===== src/design/trms_pkg.sv =====
// Shared types and constants for the true-RMS current meter.
// Used by trms_divsqrt and true_rms_current_meter; depends on nothing.
package trms_pkg;

	// Converter and millivolt widths
	localparam int SAMPLE_BITS = 12;
	localparam int RAW_W       = 12;
	localparam int MV_W        = 12;
	localparam int MV_FULL     = 3300;

	// Fixed-point widths: offsets Q12.16, squared sums, check sum
	localparam int ALPHA_W = 16;
	localparam int OFF_W   = MV_W + 16;
	localparam int SQ_W    = 48;
	localparam int CHK_W   = 24;
	localparam int CNT_W   = 12;
	localparam int MA_W    = 16;

	// Divide / square-root unit widths
	localparam int DS_W   = 48;
	localparam int DVS_W  = CNT_W;
	localparam int ROOT_W = DS_W / 2;
	localparam int REM_W  = ROOT_W + 3;
	localparam int STEP_W = 6;

	// Operation codes of the divide / square-root unit
	typedef logic ds_op_t;
	localparam ds_op_t OP_DIV  = 1'b0;
	localparam ds_op_t OP_SQRT = 1'b1;

	typedef struct packed {
		logic   start;
		ds_op_t op;
	} ds_cmd_t;

	typedef struct packed {
		logic busy;
	} ds_stat_t;

endpackage


===== src/design/trms_divsqrt.sv =====
// Iterative unit: 48-bit by 12-bit restoring division, or 48-bit integer square root.
// One quotient bit or one root bit per cycle. Depends on trms_pkg.
module trms_divsqrt (
	input  logic                        clk,
	input  logic                        arst_n,
	input  trms_pkg::ds_cmd_t           cmd,
	input  logic [trms_pkg::DS_W-1:0]   operand,
	input  logic [trms_pkg::DVS_W-1:0]  divisor,
	output trms_pkg::ds_stat_t          stat,
	output logic [trms_pkg::DS_W-1:0]   result
);
	import trms_pkg::*;

	logic              busy_q;
	ds_op_t            op_q;
	logic [STEP_W-1:0] step_q;
	logic [DS_W-1:0]   val_q;
	logic [REM_W-1:0]  rem_q;
	logic [ROOT_W-1:0] root_q;
	logic [DVS_W-1:0]  dvs_q;

	logic [DVS_W:0]    div_t;
	logic              div_ge;
	logic [REM_W-1:0]  sq_r;
	logic [REM_W-1:0]  sq_trial;
	logic              sq_ge;

	// One restoring step of each operation
	always_comb begin
		div_t    = {rem_q[DVS_W-1:0], val_q[DS_W-1]};
		div_ge   = div_t >= {1'b0, dvs_q};
		sq_r     = {rem_q[REM_W-3:0], val_q[DS_W-1 -: 2]};
		sq_trial = {1'b0, root_q, 2'b01};
		sq_ge    = sq_r >= sq_trial;
	end

	// Control: busy flag and step counter
	always_ff @(posedge clk or negedge arst_n) begin
		if (!arst_n) begin
			busy_q <= 1'b0;
			step_q <= '0;
		end else if (cmd.start) begin
			busy_q <= 1'b1;
			step_q <= (cmd.op == OP_SQRT) ? STEP_W'(ROOT_W - 1) : STEP_W'(DS_W - 1);
		end else if (busy_q) begin
			if (step_q == '0) begin
				busy_q <= 1'b0;
			end else begin
				step_q <= step_q - 1'b1;
			end
		end
	end

	// Datapath
	always_ff @(posedge clk) begin
		if (cmd.start) begin
			op_q   <= cmd.op;
			val_q  <= operand;
			dvs_q  <= divisor;
			rem_q  <= '0;
			root_q <= '0;
		end else if (busy_q) begin
			if (op_q == OP_SQRT) begin
				rem_q  <= sq_ge ? (sq_r - sq_trial) : sq_r;
				root_q <= {root_q[ROOT_W-2:0], sq_ge};
				val_q  <= {val_q[DS_W-3:0], 2'b00};
			end else begin
				rem_q  <= REM_W'(div_ge ? (div_t - {1'b0, dvs_q}) : div_t);
				val_q  <= {val_q[DS_W-2:0], div_ge};
			end
		end
	end

	assign stat.busy = busy_q;
	assign result    = (op_q == OP_SQRT) ? DS_W'(root_q) : val_q;

	// A new operation only starts on an idle unit
	a_no_restart: assert property (@(posedge clk) disable iff (!arst_n)
		cmd.start |-> !busy_q)
		else $error("divsqrt started while busy");

	// A started operation keeps the unit busy on the next cycle
	a_start_busy: assert property (@(posedge clk) disable iff (!arst_n)
		cmd.start |=> busy_q)
		else $error("divsqrt did not go busy after start");

	// The division remainder always stays below the divisor
	a_rem_bound: assert property (@(posedge clk) disable iff (!arst_n)
		(busy_q && op_q == OP_DIV) |-> (rem_q < REM_W'(dvs_q)))
		else $error("division remainder out of range");

endmodule


===== src/design/true_rms_current_meter.sv =====
// True-RMS current meter: per-sample offset tracking and squaring, burst-end RMS.
// Sequencer with one shared 28x18 multiplier; uses trms_pkg and trms_divsqrt.
// Sample beats are taken only in idle; in_stall stays high until a sample is through,
// so a new one is not taken before the last. A sample that ends a burst also runs the
// bit-serial divide and square root per channel, plus one divide for the check sum.
// Reset: offsets go to 1650 mV, sums and count to zero, registers to defaults.
module true_rms_current_meter (
	input  logic                          clk,
	input  logic                          arst_n,
	input  logic                          in_valid,
	output logic                          in_stall,
	input  logic [trms_pkg::RAW_W-1:0]    raw_sense_a,
	input  logic [trms_pkg::RAW_W-1:0]    raw_sense_b,
	input  logic [trms_pkg::RAW_W-1:0]    raw_check,
	output logic                          out_valid,
	input  logic                          out_stall,
	output logic [trms_pkg::MA_W-1:0]     current_a_ma,
	output logic [trms_pkg::MA_W-1:0]     current_b_ma,
	output logic [trms_pkg::MV_W-1:0]     check_avg_mv,
	input  logic                          cfg_we,
	input  logic [1:0]                    cfg_index,
	input  logic [trms_pkg::ALPHA_W-1:0]  cfg_data
);
	import trms_pkg::*;

	// Register indexes
	localparam logic [1:0] REG_ALPHA = 2'd0;
	localparam logic [1:0] REG_COUNT = 2'd1;
	localparam logic [1:0] REG_GAIN  = 2'd2;
	localparam logic [1:0] REG_FLOOR = 2'd3;

	// Channels
	localparam logic [1:0] CH_A   = 2'd0;
	localparam logic [1:0] CH_B   = 2'd1;
	localparam logic [1:0] CH_CHK = 2'd2;

	// Sequencer states
	localparam logic [4:0] ST_IDLE     = 5'd0;
	localparam logic [4:0] ST_CNV_MUL  = 5'd1;
	localparam logic [4:0] ST_CNV_EST  = 5'd2;
	localparam logic [4:0] ST_CNV_FIX  = 5'd3;
	localparam logic [4:0] ST_EMA_MUL1 = 5'd4;
	localparam logic [4:0] ST_EMA_MUL2 = 5'd5;
	localparam logic [4:0] ST_EMA_UPD  = 5'd6;
	localparam logic [4:0] ST_DEV      = 5'd7;
	localparam logic [4:0] ST_SQ_MUL   = 5'd8;
	localparam logic [4:0] ST_SQ_ACC   = 5'd9;
	localparam logic [4:0] ST_END_CHK  = 5'd10;
	localparam logic [4:0] ST_DIV_GO   = 5'd11;
	localparam logic [4:0] ST_DIV_WAIT = 5'd12;
	localparam logic [4:0] ST_SQRT_GO  = 5'd13;
	localparam logic [4:0] ST_SQRT_WT  = 5'd14;
	localparam logic [4:0] ST_GAIN_MUL = 5'd15;
	localparam logic [4:0] ST_SCALE    = 5'd16;
	localparam logic [4:0] ST_CHK_GO   = 5'd17;
	localparam logic [4:0] ST_CHK_WAIT = 5'd18;
	localparam logic [4:0] ST_EMIT     = 5'd19;

	// Datapath widths
	localparam int X_W    = SAMPLE_BITS + MV_W;
	localparam int MUL_AW = OFF_W;
	localparam int MUL_BW = 18;
	localparam int PROD_W = MUL_AW + MUL_BW;
	localparam int D_W    = 18;
	localparam int MVA_W  = MV_W + ALPHA_W;
	localparam int UPD_W  = PROD_W + 1;
	localparam int GP_W   = ROOT_W + ALPHA_W;
	localparam int MAX_W  = GP_W + 1 - 14;

	localparam logic [OFF_W-1:0] OFF_RESET = OFF_W'(MV_FULL / 2) << 16;
	localparam logic [OFF_W-1:0] OFF_MAX   = OFF_W'(MV_FULL) << 16;
	localparam logic [MV_W-1:0]  MV_MAX    = MV_W'(MV_FULL);

	// Configuration registers
	logic [ALPHA_W-1:0] alpha_q;
	logic [CNT_W-1:0]   count_q;
	logic [ALPHA_W-1:0] gain_q;
	logic [MA_W-1:0]    floor_q;

	// Control and state
	logic [4:0]         state_q;
	logic [1:0]         ch_q;
	logic [CNT_W-1:0]   idx_q;
	logic [OFF_W-1:0]   off_q [2];
	logic [SQ_W-1:0]    sq_q [2];
	logic [CHK_W-1:0]   sum_chk_q;
	logic               out_valid_q;

	// Payload
	logic [SAMPLE_BITS-1:0] raw_q [3];
	logic [MV_W-1:0]        mv_q [3];
	logic [PROD_W-1:0]      prod_q;
	logic [PROD_W-1:0]      p1_q;
	logic [MV_W-1:0]        est_q;
	logic [D_W-1:0]         d_q;
	logic [CNT_W-1:0]       n_q;
	logic [MA_W-1:0]        cur_q [2];
	logic [MA_W-1:0]        out_a_q;
	logic [MA_W-1:0]        out_b_q;
	logic [MV_W-1:0]        out_chk_q;

	// Combinational
	logic               in_acc;
	logic               out_load;
	logic               mul_en;
	logic [MUL_AW-1:0]  mul_a;
	logic [MUL_BW-1:0]  mul_b;
	logic [X_W-1:0]     xs;
	logic [X_W:0]       est_sum;
	logic [X_W:0]       est_full;
	logic [MV_W:0]      est1;
	logic [X_W:0]       fix_lhs;
	logic [X_W:0]       fix_rhs;
	logic [MV_W-1:0]    mv_new;
	logic [UPD_W-1:0]   upd;
	logic [OFF_W-1:0]   off_new;
	logic [OFF_W-1:0]   off_sel;
	logic [OFF_W-1:0]   mvq;
	logic [OFF_W-1:0]   diff;
	logic [OFF_W:0]     diff_rnd;
	logic [GP_W:0]      ma_sum;
	logic [MAX_W-1:0]   ma;
	logic [MA_W-1:0]    ma_out;
	logic [CNT_W:0]     next_idx;
	logic [CNT_W-1:0]   cnt_eff;
	logic               burst_end;

	ds_cmd_t            ds_cmd;
	ds_stat_t           ds_stat;
	logic [DS_W-1:0]    ds_operand;
	logic [DS_W-1:0]    ds_result;

	trms_divsqrt u_divsqrt (
		.clk     (clk),
		.arst_n  (arst_n),
		.cmd     (ds_cmd),
		.operand (ds_operand),
		.divisor (n_q),
		.stat    (ds_stat),
		.result  (ds_result)
	);

	assign in_stall  = (state_q != ST_IDLE);
	assign in_acc    = in_valid && (state_q == ST_IDLE);
	assign out_load  = (state_q == ST_EMIT) && (!out_valid_q || !out_stall);
	assign out_valid = out_valid_q;
	assign current_a_ma = out_a_q;
	assign current_b_ma = out_b_q;
	assign check_avg_mv = out_chk_q;

	// Shared multiplier operand select
	always_comb begin
		mul_en = 1'b1;
		mul_a  = '0;
		mul_b  = '0;
		unique case (state_q)
			ST_CNV_MUL: begin
				mul_a = MUL_AW'(raw_q[ch_q]);
				mul_b = MUL_BW'(MV_FULL);
			end
			ST_EMA_MUL1: begin
				mul_a = off_sel;
				mul_b = MUL_BW'(18'h10000 - MUL_BW'(alpha_q));
			end
			ST_EMA_MUL2: begin
				mul_a = MUL_AW'(mv_q[ch_q]);
				mul_b = MUL_BW'(alpha_q);
			end
			ST_SQ_MUL: begin
				mul_a = MUL_AW'(d_q);
				mul_b = d_q;
			end
			ST_GAIN_MUL: begin
				mul_a = MUL_AW'(ds_result[ROOT_W-1:0]);
				mul_b = MUL_BW'(gain_q);
			end
			default: begin
				mul_en = 1'b0;
			end
		endcase
	end

	// raw * 3300 / (2^SAMPLE_BITS - 1): estimate from below, then one correction
	always_comb begin
		xs       = prod_q[X_W-1:0];
		est_sum  = (X_W+1)'(xs) + (X_W+1)'(xs >> SAMPLE_BITS);
		est_full = est_sum >> SAMPLE_BITS;
		est1     = (MV_W+1)'(est_q) + 1'b1;
		fix_lhs  = (X_W+1)'(xs) + (X_W+1)'(est1);
		fix_rhs  = (X_W+1)'(est1) << SAMPLE_BITS;
		mv_new   = (fix_lhs >= fix_rhs) ? est1[MV_W-1:0] : est_q;
	end

	// Offset update, deviation and current scaling
	always_comb begin
		off_sel  = off_q[ch_q[0]];
		upd      = UPD_W'(p1_q) + (UPD_W'(prod_q[MVA_W-1:0]) << 16) + UPD_W'(32768);
		off_new  = upd[16 +: OFF_W];
		mvq      = {mv_q[ch_q], 16'b0};
		diff     = (mvq >= off_sel) ? (mvq - off_sel) : (off_sel - mvq);
		diff_rnd = (OFF_W+1)'(diff) + (OFF_W+1)'(512);
		ma_sum   = (GP_W+1)'(prod_q[GP_W-1:0]) + (GP_W+1)'(8192);
		ma       = ma_sum[GP_W:14];
		if (ma < MAX_W'(floor_q)) begin
			ma_out = '0;
		end else if (ma > MAX_W'({MA_W{1'b1}})) begin
			ma_out = '1;
		end else begin
			ma_out = ma[MA_W-1:0];
		end
	end

	// Burst end test; a zero count acts as one
	always_comb begin
		cnt_eff   = (count_q == '0) ? CNT_W'(1) : count_q;
		next_idx  = (CNT_W+1)'(idx_q) + 1'b1;
		burst_end = !(next_idx < (CNT_W+1)'(cnt_eff));
	end

	// Divide / square-root commands
	always_comb begin
		ds_cmd.start = (state_q == ST_DIV_GO) || (state_q == ST_SQRT_GO) ||
			(state_q == ST_CHK_GO);
		ds_cmd.op    = (state_q == ST_SQRT_GO) ? OP_SQRT : OP_DIV;
		case (state_q)
			ST_SQRT_GO: ds_operand = ds_result;
			ST_CHK_GO:  ds_operand = DS_W'(sum_chk_q);
			default:    ds_operand = sq_q[ch_q[0]];
		endcase
	end

	// Configuration writes
	always_ff @(posedge clk or negedge arst_n) begin
		if (!arst_n) begin
			alpha_q <= ALPHA_W'(66);
			count_q <= CNT_W'(200);
			gain_q  <= ALPHA_W'(256);
			floor_q <= '0;
		end else if (cfg_we) begin
			unique case (cfg_index)
				REG_ALPHA: alpha_q <= cfg_data;
				REG_COUNT: count_q <= cfg_data[CNT_W-1:0];
				REG_GAIN:  gain_q  <= cfg_data;
				REG_FLOOR: floor_q <= cfg_data;
				default:   ;
			endcase
		end
	end

	// Sequencer and accumulators
	always_ff @(posedge clk or negedge arst_n) begin
		if (!arst_n) begin
			state_q     <= ST_IDLE;
			ch_q        <= CH_A;
			idx_q       <= '0;
			off_q[0]    <= OFF_RESET;
			off_q[1]    <= OFF_RESET;
			sq_q[0]     <= '0;
			sq_q[1]     <= '0;
			sum_chk_q   <= '0;
			out_valid_q <= 1'b0;
		end else begin
			if (out_valid_q && !out_stall) begin
				out_valid_q <= 1'b0;
			end
			unique case (state_q)
				ST_IDLE: begin
					if (in_acc) begin
						ch_q    <= CH_A;
						state_q <= ST_CNV_MUL;
					end
				end
				ST_CNV_MUL: state_q <= ST_CNV_EST;
				ST_CNV_EST: state_q <= ST_CNV_FIX;
				ST_CNV_FIX: begin
					if (ch_q == CH_CHK) begin
						sum_chk_q <= sum_chk_q + CHK_W'(mv_new);
						ch_q      <= CH_A;
						state_q   <= ST_EMA_MUL1;
					end else begin
						ch_q    <= ch_q + 1'b1;
						state_q <= ST_CNV_MUL;
					end
				end
				ST_EMA_MUL1: state_q <= ST_EMA_MUL2;
				ST_EMA_MUL2: state_q <= ST_EMA_UPD;
				ST_EMA_UPD: begin
					off_q[ch_q[0]] <= off_new;
					state_q        <= ST_DEV;
				end
				ST_DEV:    state_q <= ST_SQ_MUL;
				ST_SQ_MUL: state_q <= ST_SQ_ACC;
				ST_SQ_ACC: begin
					sq_q[ch_q[0]] <= sq_q[ch_q[0]] + SQ_W'(prod_q[2*D_W-1:0]);
					if (ch_q == CH_B) begin
						state_q <= ST_END_CHK;
					end else begin
						ch_q    <= CH_B;
						state_q <= ST_EMA_MUL1;
					end
				end
				ST_END_CHK: begin
					if (burst_end) begin
						ch_q    <= CH_A;
						state_q <= ST_DIV_GO;
					end else begin
						idx_q   <= next_idx[CNT_W-1:0];
						state_q <= ST_IDLE;
					end
				end
				ST_DIV_GO: state_q <= ST_DIV_WAIT;
				ST_DIV_WAIT: begin
					if (!ds_stat.busy) begin
						state_q <= ST_SQRT_GO;
					end
				end
				ST_SQRT_GO: state_q <= ST_SQRT_WT;
				ST_SQRT_WT: begin
					if (!ds_stat.busy) begin
						state_q <= ST_GAIN_MUL;
					end
				end
				ST_GAIN_MUL: state_q <= ST_SCALE;
				ST_SCALE: begin
					if (ch_q == CH_A) begin
						ch_q    <= CH_B;
						state_q <= ST_DIV_GO;
					end else begin
						state_q <= ST_CHK_GO;
					end
				end
				ST_CHK_GO: state_q <= ST_CHK_WAIT;
				ST_CHK_WAIT: begin
					if (!ds_stat.busy) begin
						state_q <= ST_EMIT;
					end
				end
				ST_EMIT: begin
					if (out_load) begin
						out_valid_q <= 1'b1;
						idx_q       <= '0;
						sq_q[0]     <= '0;
						sq_q[1]     <= '0;
						sum_chk_q   <= '0;
						state_q     <= ST_IDLE;
					end
				end
				default: state_q <= ST_IDLE;
			endcase
		end
	end

	// Payload registers
	always_ff @(posedge clk) begin
		if (in_acc) begin
			raw_q[CH_A]   <= SAMPLE_BITS'(raw_sense_a);
			raw_q[CH_B]   <= SAMPLE_BITS'(raw_sense_b);
			raw_q[CH_CHK] <= SAMPLE_BITS'(raw_check);
		end
		if (mul_en) begin
			prod_q <= PROD_W'(mul_a * mul_b);
		end
		if (state_q == ST_CNV_EST) begin
			est_q <= est_full[MV_W-1:0];
		end
		if (state_q == ST_CNV_FIX) begin
			mv_q[ch_q] <= mv_new;
		end
		if (state_q == ST_EMA_MUL2) begin
			p1_q <= prod_q;
		end
		if (state_q == ST_DEV) begin
			d_q <= diff_rnd[10 +: D_W];
		end
		if (state_q == ST_END_CHK) begin
			n_q <= next_idx[CNT_W-1:0];
		end
		if (state_q == ST_SCALE) begin
			cur_q[ch_q[0]] <= ma_out;
		end
		if (out_load) begin
			out_a_q   <= cur_q[0];
			out_b_q   <= cur_q[1];
			out_chk_q <= ds_result[MV_W-1:0];
		end
	end

	// Offsets never leave the millivolt range
	a_off_range: assert property (@(posedge clk) disable iff (!arst_n)
		(off_q[0] <= OFF_MAX) && (off_q[1] <= OFF_MAX))
		else $error("DC offset out of range");

	// The mean check voltage cannot exceed full scale
	a_chk_range: assert property (@(posedge clk) disable iff (!arst_n)
		out_valid_q |-> (out_chk_q <= MV_MAX))
		else $error("check average out of range");

	// Emitting a result clears the burst sums and sample count
	a_emit_clear: assert property (@(posedge clk) disable iff (!arst_n)
		out_load |=> (idx_q == '0 && sum_chk_q == '0 && sq_q[0] == '0 && sq_q[1] == '0))
		else $error("burst sums not cleared after result");

	// A new result is never loaded over one that is still held
	a_no_overwrite: assert property (@(posedge clk) disable iff (!arst_n)
		(out_valid_q && out_stall) |=> $stable(out_a_q) && $stable(out_chk_q))
		else $error("held result overwritten");

endmodule


===== config.mk =====
export PLATFORM = sky130hd
export DESIGN_NAME = true_rms_current_meter
export DESIGN_NICKNAME = d
export VERILOG_FILES = /design/src/design/trms_pkg.sv /design/src/design/trms_divsqrt.sv /design/src/design/true_rms_current_meter.sv
export SDC_FILE = /design/constraint.sdc
export NUM_CORES = 2
export LEC_CHECK = 0
export BUFFER_PORTS_ARGS = -buffer_cell sky130_fd_sc_hd__buf_2
export CORE_MARGIN = 2
export CORE_UTILIZATION = 40
export CTS_BUF_LIST = sky130_fd_sc_hd__clkbuf_4 sky130_fd_sc_hd__clkbuf_8 sky130_fd_sc_hd__clkbuf_16
export DETAILED_ROUTE_END_ITERATION = 6
export GPL_ROUTABILITY_DRIVEN = 0
export GPL_TIMING_DRIVEN = 0
export SLEW_MARGIN = 20
export SYNTH_ARGS = -nofsm -noshare
export SYNTH_HDL_FRONTEND = slang
export SYNTH_HIERARCHICAL = 1
export SYNTH_SLANG_ARGS = --single-unit
export TNS_END_PERCENT = 1

===== constraint.sdc =====
create_clock -name clk -period 19.33 [get_ports clk]
set_input_delay 2.8995 -clock clk [delete_from_list [all_inputs] [get_ports clk]]
set_output_delay 2.8995 -clock clk [all_outputs]
set_load 0.005 [all_outputs]

### Word-level counts from Yosys, hierarchy flattened

Memory sizes are Yosys's and may differ from the RTL's. A register that Yosys moved wholly into a read port is not among the register bits.
Cells that the tools add are included.

| word-level totals | value |
|---|---|
| bits in registers | 515 |
| memories kept | 3 |
| memory bits (writable) | 104 |
| logic and storage cells | 196 |
| output and inout port bits | 46 |
| input bits | 59 |

Memory list:

| memory | words | width | rd ports | clocked after memory_dff | write ports | RTL line | RTL |
|---|---|---|---|---|---|---|---|
| mv_q | 3 | 12 | 1 | 0 | 1 | true_rms_current_meter.sv:91 | `logic [MV_W-1:0] mv_q [3];` |
| raw_q | 3 | 12 | 1 | 0 | 3 | true_rms_current_meter.sv:90 | `logic [SAMPLE_BITS-1:0] raw_q [3];` |
| cur_q | 2 | 16 | 2 | 2 | 1 | true_rms_current_meter.sv:97 | `logic [MA_W-1:0] cur_q [2];` |

| operators by class | value |
|---|---|
| order comparisons | 9 |
| add/subtract/negate cells | 17 |
| muxes and demuxes | 69 |
| eq/ne operators | 36 |
| bitwise gates (word level) | 1 |
| reductions and logical operators | 33 |
| multiply operators | 1 |

Operators with widths:

| operator | count |
|---|---|
| 48-bit two-way mux | 8 |
| 96-bit one-hot mux with 2 select lines | 1 |
| 28-bit two-way mux | 5 |
| 28-bit one-hot mux with 5 select lines | 1 |
| 5-bit one-hot mux with 20 select lines | 1 |
| 96-bit bitwise mux | 1 |
| 96-bit two-way mux | 1 |
| 48-bit one-hot mux with 2 select lines | 1 |
| 18-bit one-hot mux with 5 select lines | 1 |
| 25-bit two-way mux | 3 |
| 56-bit bitwise mux | 1 |
| 28-bit subtractor | 2 |
| 24-bit by 12-bit adder with 24-bit output | 2 |
| 48-bit by 36-bit adder with 48-bit output | 1 |
| 48-bit demux with 1-bit select | 1 |
| 12-bit two-way mux | 4 |
| 24-bit two-way mux | 2 |
| 24-bit one-hot mux with 2 select lines | 1 |
| 44-bit by 16-bit adder with 44-bit output, second input constant | 1 |
| 44-bit adder | 1 |
| 28-bit by 18-bit multiplier with 44-bit output | 1 |
| 40-bit by 14-bit adder with 41-bit output, second input constant | 1 |
| 5-bit by 4-bit == test with 1-bit output, second input constant | 8 |
| 16-bit two-way mux | 2 |
| other kinds (48) | 115 |

### Logic depth before layout (Yosys ltp)

| logic depth | value |
|---|---|
| depth after elaboration | 7 |
| depth in mapped cells | 35 |
| depth with buffers taken out | 35 |

### By module

The synthesis kept the hierarchy.

By module, submodules not included:

| module | area an instance (µm²) | seq. area each (µm²) | times used | cells each |
|---|---|---|---|---|
| true_rms_current_meter | 45298.4 | 14326.2 | 1 | 4577 |
| trms_divsqrt | 7588.5 | 2987.9 | 1 | 874 |

### Worst setup path before layout

OpenSTA, ideal clock, no wires.

| timing | value |
|---|---|
| path type | reg2reg |
| start | register state_q[4] |
| end | register prod_q[42] (data pin) |
| period minus slack after synthesis | 8975 ps |
| slack | 10355 ps |
| cell stages (with the launch flop) | 29 |
| arrival time | 8695 ps |
| cell sequence | dfrtp_1 -> clkbuf_1 -> nor2_1 -> nand3_1 -> inv_1 -> clkbuf_1 -> o21ai_0 -> o311ai_0 -> clkbuf_1 -> buf_1 -> nand2_1 -> fa_1 -> inv_1 -> fa_1 -> fa_1 -> fa_1 -> fa_1 -> inv_1 -> fa_1 -> inv_1 -> ha_1 -> and3_1 -> nand2_1 -> or2_2 -> or3_1 -> a31oi_1 -> a31oi_1 -> o31ai_1 -> o311ai_0 |

| between the ends | value |
|---|---|
| cells in the longest elaborated chain, start to end | 3 |
| elaborated cells between the ends (all ways) | 8 |
| classes of those cells | 1 x mul; 5 x eq/ne; 2 x mux |

RTL lines:

| element | RTL line | RTL |
|---|---|---|
| start: declaration | true_rms_current_meter.sv:81 | `logic [4:0] state_q;` |
| start signal: assignment | true_rms_current_meter.sv:253 | `state_q <= ST_IDLE;` |
| start signal: assignment | true_rms_current_meter.sv:270 | `state_q <= ST_CNV_MUL;` |
| start signal: assignment | true_rms_current_meter.sv:273 | `ST_CNV_MUL: state_q <= ST_CNV_EST;` |
| 5-bit by 4-bit == test with 1-bit output (tied with other cells) | true_rms_current_meter.sv:156 | `unique case (state_q)` |
| 28-bit one-hot mux with 5 select lines / 18-bit one-hot mux with 5 select lines (equally long branches) | true_rms_current_meter.sv:156 |  |
| 28-bit by 18-bit multiplier with 44-bit output (*) | true_rms_current_meter.sv:361 | `prod_q <= PROD_W'(mul_a * mul_b);` |
| end signal: assignment | true_rms_current_meter.sv:361 |  |
| end: declaration | true_rms_current_meter.sv:92 | `logic [PROD_W-1:0] prod_q;` |

Mark *: on every way between the ends. The rest lies on a longest branch, timed or not.
A chain may end at the register's enable or synchronous reset.

### Worst setup path after layout

| timing | value |
|---|---|
| start | register ch_q[0] |
| end | register prod_q[43] (data pin) |

| between the ends | value |
|---|---|
| cells in the longest elaborated chain, start to end | 6 |
| elaborated cells between the ends (all ways) | 8 |
| classes of those cells | 1 x mul; 4 x mux; 1 x bitwise; 2 x memory |

RTL lines:

| element | RTL line | RTL |
|---|---|---|
| start: declaration | true_rms_current_meter.sv:82 | `logic [1:0] ch_q;` |
| start signal: assignment | true_rms_current_meter.sv:281 | `ch_q <= ch_q + 1'b1;` |
| 1-bit NOT with 2-bit output (implied by the code) | true_rms_current_meter.sv:196 | `off_sel = off_q[ch_q[0]];` |
| 28-bit two-way mux (implied by the code) (3 in series) | true_rms_current_meter.sv:196 |  |
| 28-bit one-hot mux with 5 select lines (*) | true_rms_current_meter.sv:156 |  |
| 28-bit by 18-bit multiplier with 44-bit output (*) | true_rms_current_meter.sv:361 |  |

Mark *: on every way between the ends. The rest lies on a longest branch, timed or not. The select of a mux whose other input is x is not followed.

==> results.py <==
metrics = {
    "power": {
        "p_total_mw": 10.1,
        "p_sw_frac": 0.490,
        "pwr-share-comb": 0.603,
        "pwr-share-seq": 0.247,
        "p_leak_nw": 25.9,
        "p_sw_mw": 4.96,
        "p_clk_frac": 0.150,
        "ir_drop_uv": 91.5,
        "pwr_density_cell_nw_per_um2": 172,
        "intPower_mw": 5.15,
    },
    "timing": {
        "setup_slack_ns": 6.81,
        "fin_tns_setup_ns": 0,
        "slew_headroom": 0.168,
        "fin_crit_sh": 0.648,
        "clock_skew_ns": 0.0373,
        "whs_ns": 0.415,
        "rsz0062_at_grt": "no",
        "fmax_ghz": 0.0799,
        "tightest_slew_ns": 1.25,
        "final_max_slew_viol_count": 0,
        "min_period_ns": 12.52,
        "hold_violations": 0,
        "setup_viol": 0,
    },
    "yosys": {
        "syn_area_per_cell_um2": 9.70,
        "yosys_register_bits": 636,
        "synth_edf_count": 324,
        "synth_area_um2": 52900,
        "syn_inst": 5451,
        "seq_area_frac_synth": 0.327,
        "async_flop_share": 0.414,
        "ys_types": 95,
        "synth-warning-count": 6,
        "synth_ff_type": "edfxtp_1",
    },
    "clock_tree": {
        "clk_latency_ns": 0.70,
        "ctsHoldBuffers": 0,
        "clock_path_buffers": 3,
        "post_cts_buffers": 0,
        "numCtsBuffers": 74,
        "root_buffer": "clkbuf_16",
        "cts.sinks": 636,
        "cts_resized": 0,
        "cts_max_level": 3,
        "cts_tree": "done",
        "cts.clk_slew.worst_paths_ns": 0.06,
    },
    "grt": {
        "grt_usage": 0.256,
        "antenna_found_initial": 9,
        "grt_pass1_vias": 42200,
        "grt_max_degree": 92,
        "grt-ovfl-total": 0,
        "grt_pass1_wl_um": 261000,
    },
    "worst_hold_path": {
        "worstHoldStart": "n_q[9]",
        "holdPathEnd": "u_divsqrt/dvs_q[9]",
        "whs_path_depth": 0,
        "hp-class": "reg -> reg",
    },
    "layout": {
        "final_cell_mix": "631 x inv_1, 592 x nand2_1, 484 x nor2_1",
        "layout-drive-gt1-share": 0.0973,
        "mostFrequentLayoutCell": "inv_1",
        "nNetsFinal": 6459,
        "num-fill-cells": 12500,
        "post-route-util": 0.448,
        "area_growth_pct": 11.2,
    },
    "floorplan": {
        "rows": 133,
        "initial_core_util": 0.403,
        "die_h_um": 368,
        "die_w_um": 368,
        "design.die.area_um2": 135000,
        "core_um2": 131000,
        "ioPinCount": 105,
    },
    "drt": {
        "vias": 42300,
        "drcViolationCount": 0,
        "wire_per_inst_um": 23.2,
        "routed_wl_um": 173000,
        "vias_per_cell": 5.65,
        "firstDrtPassIters": 6,
        "ant_nets": 0,
        "drt_iter0_drc": 4170,
    },
    "worst_setup_path": {
        "r2r_slack_ns": 6.81,
        "cpMaxStageDelayCell": "buf_1",
        "r2r-start": "ch_q[0]",
        "crit_top_cell": "fa_1",
        "worstPathRequired_ns": 19.76,
        "r2r_end": "prod_q[43]",
        "cp-start-kind": "flop",
        "worstSetupEndpointType": "flop",
        "rr_worst_depth": 32,
        "crit_arrival_ns": 12.95,
        "slowest_delay_ns": 0.81,
        "criticalPathCategory": "reg -> reg",
        "path_max_fanout": 10,
    },
    "placement": {
        "portBuffers": 104,
        "place_ws_ns": 7.26,
        "hpwl_um": 138000,
    },
    "run": {
        "drv_cap": 0,
    },
    "outcome": {
        "status": "finished, final reports clean",
    },
}
[routing by layer]
layer | wire, um | track usage | up-vias
met5 | 13 | 0 | -
met4 | 11200 | 0.143 | 2
met3 | 12700 | 0.0434 | 350
met2 | 80500 | 0.417 | 1625
met1 | 69100 | 0.324 | 21200
li1 | - | - | 19100
[stage by stage]
stage                     std cells  cell area (um2)
after floorplan                5457            52900
after global placement         7316            55600
after detailed placement       7344            56100
after CTS                      7481            58800
after global routing           7482            58800
final                          7482            58800
[final cells by class]
type | instances | area, um2 | area share
clock inverter | 28 | 388 | 0.00660
antenna | 1 | 2.50 | 0.0000426
sequential | 636 | 17300 | 0.294
multi-input combinational | 3950 | 32400 | 0.551
clock buffer | 109 | 2300 | 0.0392
buffer | 237 | 937 | 0.0159
timing repair buffer | 132 | 868 | 0.0148
tap | 1755 | 2200 | 0.0373
inverter | 634 | 2380 | 0.0405
[flip-flops by register name, indices dropped and copies added (netlist names), 24 cells and up]
| name | count |
|---|---|
| cur_q | 32 |
| mv_q | 36 |
| off_q | 56 |
| p1_q | 29 |
| prod_q | 44 |
| raw_q | 36 |
| sq_q | 96 |
| sum_chk_q | 24 |
| u_divsqrt/rem_q | 25 |
| u_divsqrt/root_q | 24 |
| u_divsqrt/val_q | 48 |
[critical path: cells and delay by family, from the launching register on]
kind	cells	cell delay [ns]
DFF	1	0.58
adders and majority gates	7	3.52
xor gates and xnor gates	1	0.16
AOI/OAI and AO/OA	9	2.90
buffers and inverters	10	3.65
muxes	1	0.65
and+or+nand+nor	4	0.74
[power groups by stage]
| stage | Combinational (mW) | Sequential [mW] | Clock [mW] |
|---|---|---|---|
| after floorplan | 4.20 | 2.26 | 0 |
| after global placement | 5.84 | 2.50 | 0 |
| after detailed placement | 5.98 | 2.50 | 0 |
| after CTS | 6.01 | 2.48 | 1.54 |
| after global routing | 6.67 | 2.53 | 1.59 |
| final | 6.10 | 2.50 | 1.51 |
[worst max-delay path by stage]
| stage | from | end | slack, ns | cells after the start |
|---|---|---|---|---|
| 2_1_floorplan | state_q[4] | prod_q[42] | 10.35 | 28 |
| 3_3_place_gp | ch_q[0] | prod_q[43] | 5.60 | 28 |
| 5_1_grt | ch_q[0] | prod_q[43] | 6.48 | 32 |
| 6_report | ch_q[0] | prod_q[43] | 6.81 | 32 |
| 3_5_place_dp | ch_q[0] | prod_q[43] | 7.26 | 32 |
| 4_1_cts | ch_q[0] | prod_q[43] | 7.20 | 32 |
[cell usage after synthesis (all sizes together), types with 31 or more instances]
cell | number | share of area
inv | 632 | 0.045
nand2 | 592 | 0.042
nor2 | 487 | 0.035
fa | 421 | 0.16
edfxtp | 324 | 0.18
ha | 314 | 0.074
a21oi | 248 | 0.023
dfrtp | 245 | 0.12
o21ai | 205 | 0.019
clkbuf | 195 | 0.014
mux2 | 174 | 0.037
xnor2 | 158 | 0.026
a22o | 118 | 0.020
a21o | 117 | 0.017
mux2i | 109 | 0.021
xor2 | 105 | 0.017
nand3 | 93 | 0.0089
nor2b | 72 | 0.0085
nor3 | 70 | 0.0066
nand2b | 59 | 0.0070
dfxtp | 49 | 0.019
and3 | 43 | 0.0051
buf | 42 | 0.0037
a211oi | 35 | 0.0053
a31oi | 34 | 0.0043
o21bai | 33 | 0.0047
nand4 | 31 | 0.0037
[kinds of logic after synthesis]
| family | count (synthesis) | synth area share |
|---|---|---|
| adder cells (fa/ha/maj) | 735 | 0.234 |
| flip-flops | 636 | 0.327 |
| other | 2 | 0.000142 |
| AO/OA/AOI/OAI | 1082 | 0.140 |
| buffers and inverters | 871 | 0.0626 |
| AND/OR/NAND/NOR | 1578 | 0.134 |
| XOR/XNOR | 264 | 0.0440 |
| multiplexers | 283 | 0.0579 |
Note: power is estimated with default switching activity, not from simulation.
